===== src/rtl/core/bcomp_pkg.sv =====
// Shared types and constants for the barometer compensation block.
`timescale 1ns / 1ps
package bcomp_pkg;

	localparam int TEMP_FRAC_BITS  = 8;
	localparam int PRESS_FRAC_BITS = 6;

	localparam int ADDR_W = 5;
	localparam int DATA_W = 64;
	localparam int HIGH_W = 40;

	localparam logic [1:0] REG_LOW  = 2'd0;
	localparam logic [1:0] REG_MID  = 2'd1;
	localparam logic [1:0] REG_HIGH = 2'd2;

	localparam int LIMB_W  = 32;
	localparam int A_LIMBS = 5;
	localparam int B_LIMBS = 2;
	localparam int A_W     = A_LIMBS * LIMB_W;
	localparam int B_W     = B_LIMBS * LIMB_W;
	localparam int P_W     = A_W + B_W;
	localparam int PP_W    = 2 * (LIMB_W + 1);

	localparam int SUM_W  = 96;
	localparam int Q_FRAC = 65;

	typedef logic signed [A_W-1:0]   mul_a_t;
	typedef logic signed [B_W-1:0]   mul_b_t;
	typedef logic signed [P_W-1:0]   mul_p_t;
	typedef logic signed [SUM_W-1:0] sum_t;

	typedef struct packed {
		logic        [15:0] t1;
		logic signed [15:0] t2;
		logic signed [7:0]  t3;
		logic signed [15:0] p1;
		logic signed [15:0] p2;
		logic signed [7:0]  p3;
		logic signed [7:0]  p4;
		logic        [15:0] p5;
		logic        [15:0] p6;
		logic signed [7:0]  p7;
		logic signed [7:0]  p8;
		logic signed [15:0] p9;
		logic signed [7:0]  p10;
		logic signed [7:0]  p11;
	} coef_t;

endpackage


===== src/rtl/core/bcomp_cfg.sv =====
// Calibration register file with APB access and coefficient unpacking.
`timescale 1ns / 1ps
module bcomp_cfg import bcomp_pkg::*; (
	input  logic              clk,
	input  logic              arst_n,
	input  logic              psel,
	input  logic              penable,
	input  logic              pwrite,
	input  logic [ADDR_W-1:0] paddr,
	input  logic [DATA_W-1:0] pwdata,
	output logic [DATA_W-1:0] prdata,
	output logic              pready,
	output coef_t             coef
);

	logic [DATA_W-1:0] cal_lo_q;
	logic [DATA_W-1:0] cal_mid_q;
	logic [HIGH_W-1:0] cal_hi_q;
	logic [1:0]        idx;
	logic [167:0]      cal;

	assign idx    = paddr[4:3];
	assign pready = 1'b1;

	always_ff @(posedge clk or negedge arst_n) begin
		if (!arst_n) begin
			cal_lo_q  <= '0;
			cal_mid_q <= '0;
			cal_hi_q  <= '0;
		end else if (psel && penable && pwrite) begin
			case (idx)
				REG_LOW:  cal_lo_q  <= pwdata;
				REG_MID:  cal_mid_q <= pwdata;
				REG_HIGH: cal_hi_q  <= pwdata[HIGH_W-1:0];
				default: ;
			endcase
		end
	end

	always_comb begin
		case (idx)
			REG_LOW:  prdata = cal_lo_q;
			REG_MID:  prdata = cal_mid_q;
			REG_HIGH: prdata = {{(DATA_W-HIGH_W){1'b0}}, cal_hi_q};
			default:  prdata = '0;
		endcase
	end

	assign cal = {cal_hi_q, cal_mid_q, cal_lo_q};

	always_comb begin
		coef.t1  = cal[15:0];
		coef.t2  = $signed(cal[31:16]);
		coef.t3  = $signed(cal[39:32]);
		coef.p1  = $signed(cal[55:40]);
		coef.p2  = $signed(cal[71:56]);
		coef.p3  = $signed(cal[79:72]);
		coef.p4  = $signed(cal[87:80]);
		coef.p5  = cal[103:88];
		coef.p6  = cal[119:104];
		coef.p7  = $signed(cal[127:120]);
		coef.p8  = $signed(cal[135:128]);
		coef.p9  = $signed(cal[151:136]);
		coef.p10 = $signed(cal[159:152]);
		coef.p11 = $signed(cal[167:160]);
	end

endmodule


===== config.mk =====
export PLATFORM = sky130hd
export DESIGN_NAME = bcomp_cfg
export DESIGN_NICKNAME = d
export VERILOG_FILES = /design/src/rtl/core/bcomp_pkg.sv /design/src/rtl/core/bcomp_cfg.sv
export SDC_FILE = /design/constraint.sdc
export NUM_CORES = 1
export LEC_CHECK = 0
export ABC_AREA = 1
export BUFFER_PORTS_ARGS = -buffer_cell sky130_fd_sc_hd__buf_2
export CAP_MARGIN = 20
export CORE_MARGIN = 3
export CORE_UTILIZATION = 44
export DETAILED_ROUTE_END_ITERATION = 8
export PLACE_DENSITY = 0.77
export SLEW_MARGIN = 5
export SYNTH_ARGS = -nofsm -noshare
export SYNTH_HDL_FRONTEND = slang
export SYNTH_SLANG_ARGS = --single-unit
export TNS_END_PERCENT = 5

===== constraint.sdc =====
create_clock -name clk -period 0.8 [get_ports clk]
set_input_delay 0 -clock clk [delete_from_list [all_inputs] [get_ports clk]]
set_output_delay 0 -clock clk [all_outputs]
set_load 0.03 [all_outputs]

==> flow_summary.toml, run 1 <==
[cells_and_area]
final_area_sq_mm = 0.0128
fin_nets = 1471
layout_common_cells = "nand2_1 (681), buf_6 (259), dfrtp_1 (161)"
area_growth_syn_to_layout_pct = 72.1
mostFrequentLayoutCell = "nand2_1"
antenna_cells = 0
layout-drive-gt1-share_pct = 34.5
nFillCells = 896

[clock_network]
cts_tree = "yes"
cts_sinks = 168
cts_inserted_buffers = 17
htreeDepth = 4
ctsRootBufferMaster = "clkbuf_16"
cts_buffer_depth = 2
worstSkewPairLatency_ps = 410
clk_pin_slew_ps = 70

[yosys]
avgSynthCellArea_sq_um = 7.65
synth-xor-area-share_pct = 0
ys_warn_count = 0
synth_area_leaders = "dfrtp_1 (56%), nand2_1 (35%), nand3_1 (2.7%)"
synth_compound_area_share_pct = 0
synthesis.nets = 1048
muxShareOfSynthArea_pct = 0
synth_top_area_cell = "dfrtp_1"
yosys.area.top_type_share_pct = 56.4
synth-seq-cells = 168
ys_seq_area_share_pct = 56.4
yosysUniqueCellTypes = 15
syn_area_sq_mm = 0.00746
synth_top_family_by_area = "simple AND/OR/NAND/NOR gates"
synthCells = 974
synth_adder_area_share_pct = 0
synthSimpleGateAreaFrac_pct = 38.8

[global_routing]
grt_pass1_wl_mm = 45.9
grt_use_total_pct = 31.8
grt_max_degree = 39
overflow = 0
antenna_found_initial = 0
grt_pass1_vias = 8713

[routing]
wirelength_mm = 31.5
drt_first_pass_iters = 6
wire_per_inst_um = 19.4
drt_iter0_markers = 821
routed-via-count = 8833
antenna_left = 0
drc = 0
vias_per_cell = 5.43

[pwr]
intPower_mw = 21.8
netSwitchingFraction_pct = 38.7
sequentialPowerShare_pct = 34.8
power_density_mw_per_mm2 = 2770
leakage_nw = 7.09
power.share.clock_pct = 24.2
p_comb_share_pct = 41.0
finalPower_mw = 35.6
switching_power_mw = 13.8
irDropWorstVdd_mv = 1.71

[critical_path]
cpPeakStageDelay_ps = 450
endpoint_kind = "primary output"
critPathLaunchType = "flip-flop"
cp_slowest_cell = "dfrtp_1"
required_ps = 800
worstSetupPathType = "reg2out"
crit_chain = "nand2_1, nand3_2, buf_6"
worstPathArrival_ps = 1280
crit_fanout = 3

[die]
start_util_pct = 45.9
core_area_sq_mm = 0.0162
die_w_um = 136
die_area_sq_mm = 0.0185
die_h_um = 136
pin_count = 307
rows = 46

[run_status]
violations = "negative setup slack"
outcome = "finished with violations"

[placement]
hpwl_mm = 16.5
dpl_cell_area_sq_mm = 0.00942
portBuffers = 302
gp_congestion = 0.808

[sta]
rsz0062_at_grt = "true"
layout_min_cycle_time_ps = 1280
layout_setup_ws_ps = -482
finalSetupViolCount = 234
fin_skew_ps = 0
post-route-period-util_pct = 160
drv_slew = 0
max_freq_ghz = 0.780
hold_violations = 0

[worst_hold_path]
hold_path.class = "in2async"

[flow_run]
maxCapViolCount = 0
-- worst paths after layout --
path                       cells past startpoint  slack [ps]                     start                         to
min                                            2          30                    arst_n  cal_mid_q[61]$_DFFE_PN0P_
min in group clk                               6         210                   penable   cal_hi_q[12]$_DFFE_PN0P_
max in group asynchronous                      3         220                    arst_n   cal_mid_q[1]$_DFFE_PN0P_
max                                            3        -480   cal_hi_q[3]$_DFFE_PN0P_                  prdata[3]
min reg2reg                                    2         520  cal_hi_q[25]$_DFFE_PN0P_   cal_hi_q[25]$_DFFE_PN0P_
max reg2reg                                    4         -80   cal_hi_q[0]$_DFFE_PN0P_    cal_hi_q[0]$_DFFE_PN0P_
-- cells by family after synthesis --
| family | after synthesis |
|---|---|
| flip-flops | 168 |
| AND/OR/NAND/NOR | 749 |
| buffers and inverters | 56 |
| other | 1 |
-- final cells by class --
cell class	count	area, sq um	area share (%)
clock buffer	23	478	3.73
timing repair buffer	455	4590	35.8
tap	216	270	2.11
clock inverter	9	139	1.08
sequential	168	4210	32.8
multi-input combinational	750	3120	24.3
inverter	5	18.8	0.146
-- sequential cells by signal, indices dropped and copies added (netlist names) --
register / count
cal_hi_q: 40
cal_mid_q: 64
cal_lo_q: 64
-- metrics by stage --
step                      setup TNS (ps)  std cells  hold WS [ps]  setup slack [ps]  utilization (%)
after floorplan                    -2620        974          -296             -55.7                -
after global placement            -45900       1477         -91.9              -250             58.0
after detailed placement          -49670       1477         -84.7              -254             58.0
after CTS                         -57030       1598          34.6              -357             76.0
after global routing              -66660       1626          52.2              -480             79.0
final                             -60110       1626          32.1              -482             79.0
-- worst max-delay path: cells and delay by family (launching register included) --
family                 cells  cell delay (ps)
AND/OR/NAND/NOR            2              260
flip-flops                 1              450
buffers and inverters      1              150
-- per-layer routing --
layer / global-route usage [%] / vias to the layer above / wire [um] / part of all wire, %
met5: 0 / - / 0 / 0
met4: 19.4 / 0 / 1940 / 6.2
met3: 7.03 / 182 / 2780 / 8.8
met2: 54.9 / 664 / 16200 / 51
met1: 35.9 / 4198 / 10600 / 34
li1: - / 3789 / - / -
-- cell usage after synthesis --
cell type,n
nand3_1,40
clkbuf_1,1
conb_1,1
nand2_2,2
nand3_2,1
nand2_1,701
nor2_1,2
buf_2,31
dfrtp_1,168
nor2_4,2
buf_6,12
buf_4,5
nor2_2,1
inv_1,5
buf_1,2
-- power by group through the flow --
stage | Clock, mW | Sequential, mW | Combinational [mW]
after floorplan | 0 | 15.1 | 2.99
after global placement | 0 | 11.9 | 9.71
after detailed placement | 0 | 11.9 | 9.90
after CTS | 8.63 | 12.1 | 13.3
after global routing | 9.02 | 12.5 | 15.3
final | 8.60 | 12.4 | 14.6
-- what timing repair did --
| item | CTS | global route |
|---|---|---|
| pin swaps | 94 | 48 |
| hold buffers | 65 | 0 |
| gates resized for setup | 464 | 85 |
| endpoints found under the hold margin | 336 | 0 |
| buffers inserted | 24 | 28 |
| setup endpoints to repair | 232 | 238 |
Power figures use the tool's default switching activity.
==> inputs of run 2 (changes only) <==
Settings changed: CORE_UTILIZATION 44 to 48, PLACE_DENSITY 0.77 to 0.8.
Clock period 0.8 ns to 1.2 ns, I/O delays scaled along.
==> run 2 against run 1 <==
Against the previous run:
- the flow still finishes with violations (negative setup slack)
- total power shrank 39%
- global-route usage shrank 4.0 points
- register-to-register slack better by 490 ps
- worst setup slack better by 460 ps
- wire length fell by 19%
- die area shrank 8.0%
- sequential share of layout area rose by 5.1 points
- first-iteration DRC count shrank 31%
- sequential power down 37%
- worst hold slack improved by 42 ps
- flip-flop and latch count is the same
- combinational power down 50%
==> flow_summary.toml, run 2 (same netlist as run 1, synthesis figures left out) <==
[run_status]
outcome = "finished with violations"
violations = "negative setup slack"

[clock_network]
cts_sinks = 168
worstSkewPairLatency_ps = 410
htreeDepth = 4
cts_tree = "yes"
clk_pin_slew_ps = 60
ctsRootBufferMaster = "clkbuf_16"
cts_inserted_buffers = 17
cts_buffer_depth = 2

[die]
die_w_um = 131
rows = 44
die_h_um = 131
die_area_sq_mm = 0.0171
core_area_sq_mm = 0.0149
start_util_pct = 50.2
pin_count = 307

[pwr]
sequentialPowerShare_pct = 36.4
power_density_mw_per_mm2 = 1950
leakage_nw = 6.55
intPower_mw = 13.3
finalPower_mw = 21.6
irDropWorstVdd_mv = 1.05
power.share.clock_pct = 29.7
switching_power_mw = 8.29
p_comb_share_pct = 33.9
netSwitchingFraction_pct = 38.4

[sta]
post-route-period-util_pct = 102
hold_violations = 0
drv_slew = 0
layout_setup_ws_ps = -19.5
finalSetupViolCount = 1
max_freq_ghz = 0.820
fin_skew_ps = 0
layout_min_cycle_time_ps = 1220
rsz0062_at_grt = "true"
setup-tns-final_ps = -19.5

[routing]
top_layer = "met4"
wire_per_inst_um = 16.2
vias_per_cell = 5.09
antenna_left = 0
drc = 0
wl_met2_mm = 13.0
drt_first_pass_iters = 5
routed-via-count = 7999
m1WireLength_mm = 9.85
drt_iter0_markers = 570
wirelength_mm = 25.5
wl_met3_mm = 1.86

[worst_hold_path]
hold_path.class = "in2async"

[critical_path]
worstPathArrival_ps = 1220
critPathLaunchType = "flip-flop"
cp_slowest_cell = "dfrtp_1"
cpPeakStageDelay_ps = 420
crit_chain = "nand2_1, nand3_2, buf_6"
worstSetupPathType = "reg2out"
endpoint_kind = "primary output"
required_ps = 1200
crit_fanout = 3

[global_routing]
antenna_found_initial = 3
grt_pass1_vias = 7194
grt_max_degree = 65
grt_use_total_pct = 27.8
overflow = 0
grt_pass1_wl_mm = 36.8

[cells_and_area]
mostFrequentLayoutCell = "nand2_1"
layout_common_cells = "nand2_1 (699), buf_2 (272), dfrtp_1 (168)"
area_growth_syn_to_layout_pct = 48.6
nFillCells = 1027
fin_util_pct = 74.5
fin_nets = 1444
layout-drive-gt1-share_pct = 30.0
largestRegisters = "cal_lo_q: 64 flops, cal_mid_q: 64 flops, cal_hi_q: 40 flops"

[placement]
gp_congestion = 0.837
hpwl_mm = 16.0
portBuffers = 302

[flow_run]
maxCapViolCount = 0
-- run 2: changes by cell type in the layout (fill, tap and decap cells not counted), moves of 11 or more --
cell / change
nand2_1: +18
nand3_2: -21
nand3_1: +21
buf_2: +203
nand2_2: -18
buf_4: +11
buf_6: -243
-- run 2: path summary, 6_finish.rpt --
check                      cells after the start                         to                      start  slack, ps
setup / recovery                               3                 prdata[33]  cal_mid_q[33]$_DFFE_PN0P_        -20
setup reg to reg                               3   cal_lo_q[36]$_DFFE_PN0P_   cal_lo_q[36]$_DFFE_PN0P_        410
hold / removal                                 2  cal_mid_q[50]$_DFFE_PN0P_                     arst_n         70
hold reg to reg                                2    cal_hi_q[3]$_DFFE_PN0P_    cal_hi_q[3]$_DFFE_PN0P_        490
min in group clk                               6    cal_hi_q[0]$_DFFE_PN0P_                    penable        170
max in group asynchronous                      3  cal_mid_q[17]$_DFFE_PN0P_                     arst_n        600
-- run 2: critical path, delay by kind of cell, from the launching register on --
kind / cells / cell delay, ps
flip-flops: 1 / 420
AND/OR/NAND/NOR: 2 / 230
buffers and inverters: 1 / 150
-- run 2: cell type report --
type / count / area (sq um) / share of cell area [%]
clock buffers: 20 / 447 / 4.03
diodes: 4 / 10.0 / 0.0903
inverters: 5 / 18.8 / 0.169
repair buffers: 428 / 2960 / 26.7
multi-input cells: 750 / 2970 / 26.8
flip-flops and latches: 168 / 4200 / 37.9
well taps: 184 / 230 / 2.08
clock inverters: 12 / 245 / 2.21
-- run 2: power groups by stage --
stage | clock [mW] | combinational (mW) | sequential, mW
6_report | 6.41 | 7.32 | 7.87
3_5_place_dp | 0 | 6.58 | 7.92
3_3_place_gp | 0 | 6.44 | 7.90
5_1_grt | 6.71 | 7.81 | 7.98
2_1_floorplan | 0 | 1.99 | 10.1
4_1_cts | 6.47 | 6.80 | 7.85
-- run 2: layer usage --
metal / up-vias / global-route usage (%)
met5: - / 0
met4: 0 / 11.3
met3: 58 / 5.12
met2: 447 / 48.6
met1: 3755 / 34.0
li1: 3739 / -
-- run 2: repair_timing --
item                                    CTS  global route
resized for setup                         4            76
setup buffers                             2            29
pin swaps                                 0            12
hold buffers                             65             0
endpoints found under the setup margin    3            41
hold endpoints to repair                336             0
-- run 2: stage by stage --
stage	instances	worst slack [ps]	hold slack [ps]	area, sq um
finish	1571	-19.5	74.5	11100
global route	1570	-58.5	103	11100
CTS	1538	5.41	71.0	10700
detailed placement	1439	113	-51.3	9310
global placement	1439	148	-52.5	9310
floorplan	974	344	-296	7460
==> inputs of run 3 (changes only) <==
Settings changed: BUFFER_PORTS_ARGS -buffer_cell sky130_fd_sc_hd__buf_2 to -buffer_cell sky130_fd_sc_hd__clkbuf_2.
==> run 3 against run 2 <==
Against the previous run:
- the run still ends with negative setup slack left
- combinational power shrank 5.1%
- clock skew did not move
- critical path depth stayed put
- wire length shrank 3.5%
- worst hold slack improved by 34 ps
- sequential share of layout area is 1.1 points higher
- via count shrank 1.1%
- sequential power up 0.6%
- critical endpoint is now prdata[6]
==> flow_summary.toml, run 3 (same netlist as run 1, synthesis figures left out) <==
[clock_network]
cts_buffer_depth = 2
cts_tree = "yes"
worstSkewPairLatency_ps = 410
cts_inserted_buffers = 17
cts_sinks = 168
clk_pin_slew_ps = 60
htreeDepth = 4
ctsRootBufferMaster = "clkbuf_16"

[pwr]
p_comb_share_pct = 33.7
switching_power_mw = 8.21
finalPower_mw = 20.6
power_density_mw_per_mm2 = 1910
netSwitchingFraction_pct = 39.8
irDropWorstVdd_mv = 1.15
leakage_nw = 6.32
intPower_mw = 12.4
power.share.clock_pct = 27.9
sequentialPowerShare_pct = 38.4

[sta]
setup-tns-final_ps = -18.7
fin_skew_ps = 0
finalSetupViolCount = 2
max_freq_ghz = 0.823
fin_hold_ws_ps = 109
drv_slew = 0
rsz0062_at_grt = "true"
hold_violations = 0
post-route-period-util_pct = 101
layout_min_cycle_time_ps = 1220
layout_setup_ws_ps = -15.6

[global_routing]
use_met1_pct = 35.2
antenna_found_initial = 0
grt_use_total_pct = 28.1
grt_pass1_wl_mm = 37.6
overflow = 0
grtUsageMet2_pct = 47.9
use_met3_pct = 5.12
grt_pass1_vias = 7438
grt_max_degree = 42
busiest_layer = "met2"

[placement]
portBuffers = 302
dp.cells = 1439
hpwl_mm = 15.9
gp_congestion = 0.851

[die]
core_area_sq_mm = 0.0149
die_area_sq_mm = 0.0171
pin_count = 307
start_util_pct = 50.2
die_w_um = 131
die_h_um = 131
rows = 44

[critical_path]
critPathLaunchType = "flip-flop"
reg2reg_slack_ps = 390
cp.depth = 3
worstRegToRegCells = 3
worstSetupPathType = "reg2out"
cp-startpoint = "cal_mid_q[6]$_DFFE_PN0P_"
crit_fanout = 3
path_delay_family = "flip-flops"
cp_slowest_cell = "dfrtp_1"
setup.worst_path.end = "prdata[6]"
required_ps = 1200
worstPathArrival_ps = 1220
reg2reg_from = "cal_lo_q[45]$_DFFE_PN0P_"
endpoint_kind = "primary output"
cpPeakStageDelay_ps = 410
crit_buf_inv = 1
crit_chain = "nand2_1, nand3_1, clkbuf_2"
r2r-end = "cal_lo_q[45]$_DFFE_PN0P_"

[routing]
drc = 0
wire_per_inst_um = 15.9
routed-via-count = 7908
antenna_left = 0
drt_iter0_markers = 559
drt_first_pass_iters = 5
vias_per_cell = 5.12
wirelength_mm = 24.6

[cells_and_area]
largestRegisters = "cal_lo_q: 64 flops, cal_mid_q: 64 flops, cal_hi_q: 40 flops"
layout_common_cells = "nand2_1 (699), clkbuf_2 (259), dfrtp_1 (168)"
antenna_cells = 0
layout-drive-gt1-share_pct = 28.3
fin_cells = 1544
mostFrequentLayoutCell = "nand2_1"
area_growth_syn_to_layout_pct = 44.5
fin_nets = 1422

[run_status]
violations = "negative setup slack"
outcome = "finished with violations"

[flow_run]
maxCapViolCount = 0

[worst_hold_path]
hold_path.class = "in2async"
==> run 3: worst reg2reg max path, stage by stage (launching register included) <==
cell     delay, ps
dfrtp_1        430
buf_4          160
nand2_1         50
nand2_1         60
==> run 3: power by group through the flow <==
stage	Clock (mW)	Sequential, mW	Combinational [mW]
after global placement	0	7.93	6.44
after floorplan	0	10.1	1.99
final	5.75	7.92	6.95
after global routing	6.05	8.05	7.45
after detailed placement	0	7.96	6.56
after CTS	5.81	7.89	6.79
==> run 3: layer usage <==
layer | routed length [um] | vias up
met3 | 1900 | 62
met5 | 0 | -
li1 | - | 3699
met1 | 9550 | 3729
met4 | 725 | 0
met2 | 12400 | 418
==> run 3: cell type report <==
cell class | count | area [sq um]
clock buffer | 20 | 447
clock inverter | 11 | 173
fill | 1079 | 4090
inverter | 5 | 18.8
multi-input combinational | 750 | 2930
sequential | 168 | 4200
tap | 184 | 230
timing repair buffer | 406 | 2770
==> run 3: stage by stage <==
stage,cell area (sq um),worst slack [ps],util (%)
floorplan,7460,344,-
global placement,9330,150,62.8
detailed placement,9330,147,62.8
global route,10800,-71.9,72.5
finish,10800,-15.6,72.5
CTS,10600,-5.24,71.6
==> run 3: how the worst min path moves through the flow <==
stage                                            to  slack (ps)
final                      cal_lo_q[48]$_DFFE_PN0P_         110
after global routing      cal_mid_q[42]$_DFFE_PN0P_         130
after CTS                  cal_lo_q[48]$_DFFE_PN0P_         100
after detailed placement   cal_lo_q[48]$_DFFE_PN0P_         -50
after global placement     cal_lo_q[44]$_DFFE_PN0P_         -50
after floorplan             cal_hi_q[0]$_DFFE_PN0P_        -300
==> run 3: repair_timing <==
| action | CTS | global route |
|---|---|---|
| resized for setup | 9 | 68 |
| buffers inserted | 1 | 8 |
| setup endpoints to repair | 6 | 42 |
| pin swaps | 0 | 5 |
| hold buffers | 65 | 0 |
| hold endpoints to repair | 336 | 0 |
